==> config.mk <==
export PLATFORM = sky130hd
export DESIGN_NAME = midi_message_assembler_core_flat
export DESIGN_NICKNAME = d
export VERILOG_FILES = /design/src/rtl/mma_pkg.sv /design/src/rtl/mma_rx_if.sv /design/src/rtl/mma_msg_if.sv /design/src/rtl/mma_decode.sv /design/src/rtl/midi_message_assembler_core.sv /design/src/flat_wrapper.sv
export SDC_FILE = /design/constraint.sdc
export NUM_CORES = 1
export LEC_CHECK = 0
export ABC_AREA = 0
export BUFFER_PORTS_ARGS = -buffer_cell sky130_fd_sc_hd__buf_4
export CORE_MARGIN = 2
export CORE_UTILIZATION = 37
export CTS_CLUSTER_DIAMETER = 80
export CTS_CLUSTER_SIZE = 24
export DETAILED_ROUTE_END_ITERATION = 12
export SLEW_MARGIN = 20
export SYNTH_ARGS = -nofsm -noshare
export SYNTH_HDL_FRONTEND = slang
export SYNTH_HIERARCHICAL = 1
export SYNTH_SLANG_ARGS = --single-unit
==> constraint.sdc <==
create_clock -name clk -period 6.2 [get_ports clk]
set_clock_uncertainty 0.2 [all_clocks]
set_input_delay 1.24 -clock clk [delete_from_list [all_inputs] [get_ports clk]]
set_output_delay 1.24 -clock clk [all_outputs]
set_load 0.05 [all_outputs]
==> src/rtl/mma_pkg.sv <==
package mma_pkg;

  localparam logic [1:0] PHASE_IDLE = 2'd0;
  localparam logic [1:0] PHASE_LAST = 2'd1;
  localparam logic [1:0] PHASE_TWO  = 2'd2;

  localparam logic [3:0] CLS_PROGRAM = 4'hC;
  localparam logic [3:0] CLS_CPRESS  = 4'hD;
  localparam logic [3:0] CLS_BEND    = 4'hE;

  localparam logic [2:0] KIND_BEND = 3'd6;

  localparam logic [15:0] ERR_MAX = 16'hFFFF;

  typedef struct packed {
    logic [1:0]  phase;
    logic [7:0]  held_status;
    logic [6:0]  held_first_data;
    logic [15:0] framing_errors;
  } parse_state_t;

  typedef struct packed {
    logic        msg_ready;
    logic [2:0]  msg_kind;
    logic [6:0]  data_first;
    logic [6:0]  data_second;
    logic [13:0] bend_amount;
    logic [15:0] error_total;
  } msg_t;

endpackage

==> src/rtl/mma_rx_if.sv <==
interface mma_rx_if;
  logic       valid;
  logic       ready;
  logic [7:0] rx_byte;

  modport source (output valid, output rx_byte, input ready);
  modport sink (input valid, input rx_byte, output ready);
endinterface

==> src/rtl/mma_msg_if.sv <==
interface mma_msg_if;
  logic        valid;
  logic        ready;
  logic        msg_ready;
  logic [2:0]  msg_kind;
  logic [6:0]  data_first;
  logic [6:0]  data_second;
  logic [13:0] bend_amount;
  logic [15:0] error_total;

  modport source (
    output valid, output msg_ready, output msg_kind, output data_first,
    output data_second, output bend_amount, output error_total, input ready
  );
  modport sink (
    input valid, input msg_ready, input msg_kind, input data_first,
    input data_second, input bend_amount, input error_total, output ready
  );
endinterface

==> src/rtl/mma_decode.sv <==
module mma_decode (
  input  mma_pkg::parse_state_t cur,
  input  logic [7:0]            rx_byte,
  input  logic [3:0]            listen_channel,
  output mma_pkg::parse_state_t nxt,
  output mma_pkg::msg_t         res
);
  import mma_pkg::*;

  logic       is_status;
  logic       err;
  logic       one_data;
  logic       new_one_data;
  logic [6:0] d1;
  logic [6:0] d2;

  assign is_status    = rx_byte[7];
  assign one_data     = (cur.held_status[7:4] == CLS_PROGRAM) ||
                        (cur.held_status[7:4] == CLS_CPRESS);
  assign new_one_data = (rx_byte[7:4] == CLS_PROGRAM) || (rx_byte[7:4] == CLS_CPRESS);
  assign d1 = one_data ? rx_byte[6:0] : cur.held_first_data;
  assign d2 = one_data ? 7'd0 : rx_byte[6:0];

  always_comb begin
    nxt                = cur;
    res                = '0;
    err                = 1'b0;
    if (cur.phase == PHASE_TWO || cur.phase == PHASE_LAST) begin
      if (is_status) begin
        err       = 1'b1;
        nxt.phase = PHASE_IDLE;
      end else if (cur.phase == PHASE_TWO) begin
        nxt.held_first_data = rx_byte[6:0];
        nxt.phase           = PHASE_LAST;
      end else begin
        nxt.phase = PHASE_IDLE;
        if (cur.held_status[3:0] == listen_channel) begin
          res.msg_ready   = 1'b1;
          res.msg_kind    = cur.held_status[6:4];
          res.data_first  = d1;
          res.data_second = d2;
          if (cur.held_status[7:4] == CLS_BEND) begin
            res.bend_amount = {d2, d1};
          end
        end
      end
    end else begin
      if (!is_status) begin
        err       = 1'b1;
        nxt.phase = PHASE_IDLE;
      end else begin
        nxt.held_status = rx_byte;
        nxt.phase       = new_one_data ? PHASE_LAST : PHASE_TWO;
      end
    end
    if (err && cur.framing_errors != ERR_MAX) begin
      nxt.framing_errors = cur.framing_errors + 16'd1;
    end
    res.error_total = nxt.framing_errors;
  end

endmodule

==> src/rtl/midi_message_assembler_core.sv <==
// Assembles MIDI channel messages from received bytes, one request per byte, and returns one
// result request for every byte taken. A byte is taken in every cycle while the result register
// is empty or being drained, so the sustained rate is one byte per cycle; the single result register
// shows each result in the cycle after its byte. A status byte opens a message (program change and
// channel pressure take one data byte, all other classes two, with no running status); the result
// flags msg_ready only when the message completes on the channel held in listen_channel, which the
// user must write through cfg_wr_en/cfg_wr_data only while the block is idle (unchecked). error_total
// counts data bytes seen while idle and status bytes that cut a message short, saturating at 65535.
module midi_message_assembler_core (
  input  logic       clk,
  input  logic       rst,
  mma_rx_if.sink     rx,
  mma_msg_if.source  msg,
  input  logic       cfg_wr_en,
  input  logic [3:0] cfg_wr_data
);
  import mma_pkg::*;

  logic         rx_fire;
  logic [3:0]   listen_channel;
  parse_state_t st;
  parse_state_t st_next;
  msg_t         res_next;
  msg_t         res;
  logic         out_valid;

  assign rx.ready = !out_valid || msg.ready;
  assign rx_fire  = rx.valid && rx.ready;

  mma_decode u_decode (
    .cur            (st),
    .rx_byte        (rx.rx_byte),
    .listen_channel (listen_channel),
    .nxt            (st_next),
    .res            (res_next)
  );

  always_ff @(posedge clk) begin
    if (rst) begin
      listen_channel <= 4'd0;
    end else if (cfg_wr_en) begin
      listen_channel <= cfg_wr_data;
    end
  end

  always_ff @(posedge clk) begin
    if (rst) begin
      st        <= '0;
      out_valid <= 1'b0;
    end else begin
      if (rx_fire) begin
        st        <= st_next;
        out_valid <= 1'b1;
      end else if (msg.ready) begin
        out_valid <= 1'b0;
      end
    end
  end

  always_ff @(posedge clk) begin
    if (rx_fire) begin
      res <= res_next;
    end
  end

  assign msg.valid       = out_valid;
  assign msg.msg_ready   = res.msg_ready;
  assign msg.msg_kind    = res.msg_kind;
  assign msg.data_first  = res.data_first;
  assign msg.data_second = res.data_second;
  assign msg.bend_amount = res.bend_amount;
  assign msg.error_total = res.error_total;

  a_err_monotonic: assert property (@(posedge clk) disable iff (rst)
    1'b1 |=> st.framing_errors >= $past(st.framing_errors))
    else $error("error count decreased");

  a_err_only_on_byte: assert property (@(posedge clk) disable iff (rst)
    !rx_fire |=> $stable(st.framing_errors))
    else $error("error count changed without a byte");

  a_fire_gives_result: assert property (@(posedge clk) disable iff (rst)
    rx_fire |=> out_valid)
    else $error("taken byte produced no result");

  a_bend_kind: assert property (@(posedge clk) disable iff (rst)
    out_valid && res.bend_amount != 14'd0 |-> res.msg_kind == KIND_BEND)
    else $error("bend value on a non-bend message");

endmodule
==> src/flat_wrapper.sv <==
// flat-port wrapper written by rule: the top's interface ports become plain ports
module midi_message_assembler_core_flat import mma_pkg::*;
  (clk, rst, cfg_wr_en, cfg_wr_data, rx_valid, rx_rx_byte, rx_ready, msg_valid, msg_msg_ready, msg_msg_kind, msg_data_first, msg_data_second, msg_bend_amount, msg_error_total, msg_ready);
  mma_rx_if rx_i ();
  mma_msg_if msg_i ();
  input  logic clk;
  input  logic rst;
  input  logic cfg_wr_en;
  input  logic [3:0] cfg_wr_data;
  input wire logic [$bits(rx_i.valid)-1:0] rx_valid;
  input wire logic [$bits(rx_i.rx_byte)-1:0] rx_rx_byte;
  output wire logic [$bits(rx_i.ready)-1:0] rx_ready;
  output wire logic [$bits(msg_i.valid)-1:0] msg_valid;
  output wire logic [$bits(msg_i.msg_ready)-1:0] msg_msg_ready;
  output wire logic [$bits(msg_i.msg_kind)-1:0] msg_msg_kind;
  output wire logic [$bits(msg_i.data_first)-1:0] msg_data_first;
  output wire logic [$bits(msg_i.data_second)-1:0] msg_data_second;
  output wire logic [$bits(msg_i.bend_amount)-1:0] msg_bend_amount;
  output wire logic [$bits(msg_i.error_total)-1:0] msg_error_total;
  input wire logic [$bits(msg_i.ready)-1:0] msg_ready;
  assign rx_i.valid = rx_valid;
  assign rx_i.rx_byte = rx_rx_byte;
  assign rx_ready = rx_i.ready;
  assign msg_valid = msg_i.valid;
  assign msg_msg_ready = msg_i.msg_ready;
  assign msg_msg_kind = msg_i.msg_kind;
  assign msg_data_first = msg_i.data_first;
  assign msg_data_second = msg_i.data_second;
  assign msg_bend_amount = msg_i.bend_amount;
  assign msg_error_total = msg_i.error_total;
  assign msg_i.ready = msg_ready;
  midi_message_assembler_core u_core (.clk(clk), .rst(rst), .rx(rx_i), .msg(msg_i), .cfg_wr_en(cfg_wr_en), .cfg_wr_data(cfg_wr_data));
endmodule
==> flow_summary.json <==
{
  "rows": 39,
  "grt_pass1_vias": 2800,
  "outcome": "complete, but fails checks",
  "r2r_slack_ns": 3.71,
  "drt-total-wl_um": 8920,
  "start_util": 0.382,
  "first_iter_violations": 196,
  "total_power_mw": 1.31,
  "intPower_uw": 951,
  "cts_htree_levels": 3,
  "grt_pass1_wl_um": 14700,
  "overflow": 0,
  "clk_latency_ns": 0.34,
  "dieWidth_um": 113,
  "ctsResizeCount": 0,
  "root_buffer": "clkbuf_16",
  "syn_avg_cell_area_sq_um": 11.6,
  "pre_cts_slack_ns": 2.52,
  "cts_tree": "yes",
  "yosys-top-cells-count": "48 x edfxtp_1, 40 x nand3_1, 38 x dfxtp_1, 33 x a21bo_1, 33 x a21oi_2",
  "violations": "DRC",
  "dp.final_hpwl_um": 5770,
  "ant_nets": 0,
  "post-route-min-period_ns": 3.68,
  "clock_power_share": 0.387,
  "dr.pass1.iters": 8,
  "num_vias": 2923,
  "cts_buffers": 9,
  "seqPwrFrac": 0.484,
  "required_ns": 4.76,
  "grt_start_max_net_pins": 70,
  "cp_max_fo": 69,
  "nNetsFinal": 430,
  "timing.final.ws_setup_ns": 2.52,
  "path_class": "primary input to primary output",
  "cts.sinks": 86,
  "synth-edff-count": 48,
  "yosysMostFrequentCell": "edfxtp_1",
  "arrival_ns": 2.24,
  "cap_violations": 0,
  "die_h_um": 113,
  "vias_per_cell": 5.23,
  "rsz0062_at_grt": "false",
  "drv_slew": 0,
  "switching_share": 0.275,
  "core_sq_um": 11500,
  "cts_setup_buffers": 0,
  "min_period_over_period": 0.593,
  "tns_ns": 0,
  "power-per-cell-area_nw_per_um2": 260,
  "p_comb_frac": 0.129,
  "place_congestion": 0.832,
  "cp-start-kind": "primary input",
  "syn2layout_area_growth_pct": 14.8,
  "antenna_found_initial": 0,
  "finalSetupViolations": 0,
  "fin_util": 0.439,
  "grt_use_total": 0.143,
  "hold_buffers": 0,
  "cts_buffer_depth": 2,
  "stdcell_area_sq_um": 5050,
  "clk_pin_slew_worst_paths_ns": 0.07,
  "route.detailed.drc": 8,
  "synth_ff_type": "edfxtp_1",
  "synth_top_area_frac": 0.328,
  "slew_headroom": 0.512,
  "wl_per_cell_um": 16.0,
  "synth_area_leaders": "edfxtp_1 33%, dfxtp_1 17%, a21bo_1 7.5%",
  "detailed_place.area_sq_um": 4770,
  "hold_violations": 0,
  "synth_area_sq_um": 4400,
  "ios": 67,
  "syn-num-nets": 397,
  "ys_types": 44,
  "min_path_type": "register to register",
  "ys_async_sr_fraction": 0,
  "drive_gt1_frac": 0.320,
  "netSwitchingPower_uw": 361,
  "yosysTopAreaCell": "edfxtp_1",
  "peakVddDrop_mv": 0.105,
  "yosys_warnings": 6,
  "seq_area_frac_synth": 0.500,
  "end_kind": "primary output",
  "diodes": 0,
  "tightestPinTransition_ns": 0.731,
  "power.leakage_nw": 1.93,
  "ys_ff_latch": 86,
  "die_area_sq_um": 12800,
  "netlist_instances": 378,
  "port_buffers": 66,
  "fmax_mhz": 272
}
## flip-flops by register name (all words and copies together) (netlist names)
| register | flops |
|---|---|
| u_core/msg.error_total | 16 |
| u_core/msg.bend_amount | 14 |
| u_core/msg.data_second | 7 |
| u_core/st | 33 |
| u_core/msg.msg_kind | 3 |
| u_core/listen_channel | 4 |
| u_core/msg.msg_ready | 1 |
| u_core/msg.valid | 1 |
| u_core/msg.data_first | 7 |
## worst max-delay path: stages
cell and delay (ns):
buf_4 0.08, nand2b_4 0.59, buf_4 0.32
## per-layer routing
metal | global-route usage | vias to the layer above | part of all wire
met5 | 0 | - | 0
met4 | 0.0488 | 0 | 0.0090
met3 | 0.0327 | 4 | 0.046
met2 | 0.208 | 71 | 0.43
met1 | 0.211 | 1419 | 0.52
li1 | - | 1429 | -
## power groups by stage
stage,Clock (mW),Sequential (mW),Combinational (mW)
floorplan,0,0.702,0.0736
CTS,0.516,0.636,0.171
detailed placement,0,0.648,0.171
global placement,0,0.647,0.168
finish,0.508,0.635,0.170
global route,0.541,0.638,0.180
## worst paths after layout
kind,start,endpoint,depth (start not counted)
max,msg_ready,rx_ready,3
min,u_core/listen_channel[3]$_SDFFE_PP0P_,u_core/listen_channel[3]$_SDFFE_PP0P_,2
max reg2reg,u_core/st[31]$_SDFFE_PP0P_,u_core/st[13]$_SDFFE_PP0P_,8
min reg2reg,u_core/listen_channel[3]$_SDFFE_PP0P_,u_core/listen_channel[3]$_SDFFE_PP0P_,2
## layout make-up
class / count / area [sq um]
multi-input combinational: 241 / 1870
clock buffer: 9 / 225
clock inverter: 7 / 56.3
tap: 143 / 179
sequential: 86 / 2200
timing repair buffer: 66 / 495
inverter: 7 / 26.3
fill: 1096 / 6470
## cell usage in the layout (no fill, tap or decap), types with 2 or more instances in the layout
cell and count:
buf_4 66, edfxtp_1 48, nand3_1 40, dfxtp_1 38, a21bo_1 33, a21oi_2 33
nor2_1 22, and3_1 13, mux2i_1 10, nand4_1 10, clkbuf_16 9, a21oi_1 9
xor2_1 9, and2_1 8, mux2_1 7, xnor2_1 7, inv_1 6, mux2_2 6
nand2_1 5, and4_1 3, a31oi_1 3, clkinv_2 2, inv_6 2, clkinv_4 2
and2_4 2, nor4_1 2, a311oi_2 2, ha_1 2
## logic make-up (layout without fill, tap and decap cells)
group | Yosys count | in the layout | share of synthesized area
flip-flops | 86 | 86 | 0.500
multiplexers | 24 | 24 | 0.0594
XOR/XNOR | 17 | 17 | 0.0381
AO/OA/AOI/OAI | 85 | 85 | 0.174
buffers and inverters | 51 | 89 | 0.0762
AND/OR/NAND/NOR | 113 | 113 | 0.146
adder cells (fa/ha/maj) | 2 | 2 | 0.00569
## metrics by stage
step | hold slack [ns] | instances
2_1_floorplan | 0.280 | 378
3_3_place_gp | 0.312 | 543
3_5_place_dp | 0.312 | 543
4_1_cts | 0.329 | 559
5_1_grt | 0.378 | 559
6_report | 0.327 | 559
Note: power is estimated with default switching activity, not from simulation.
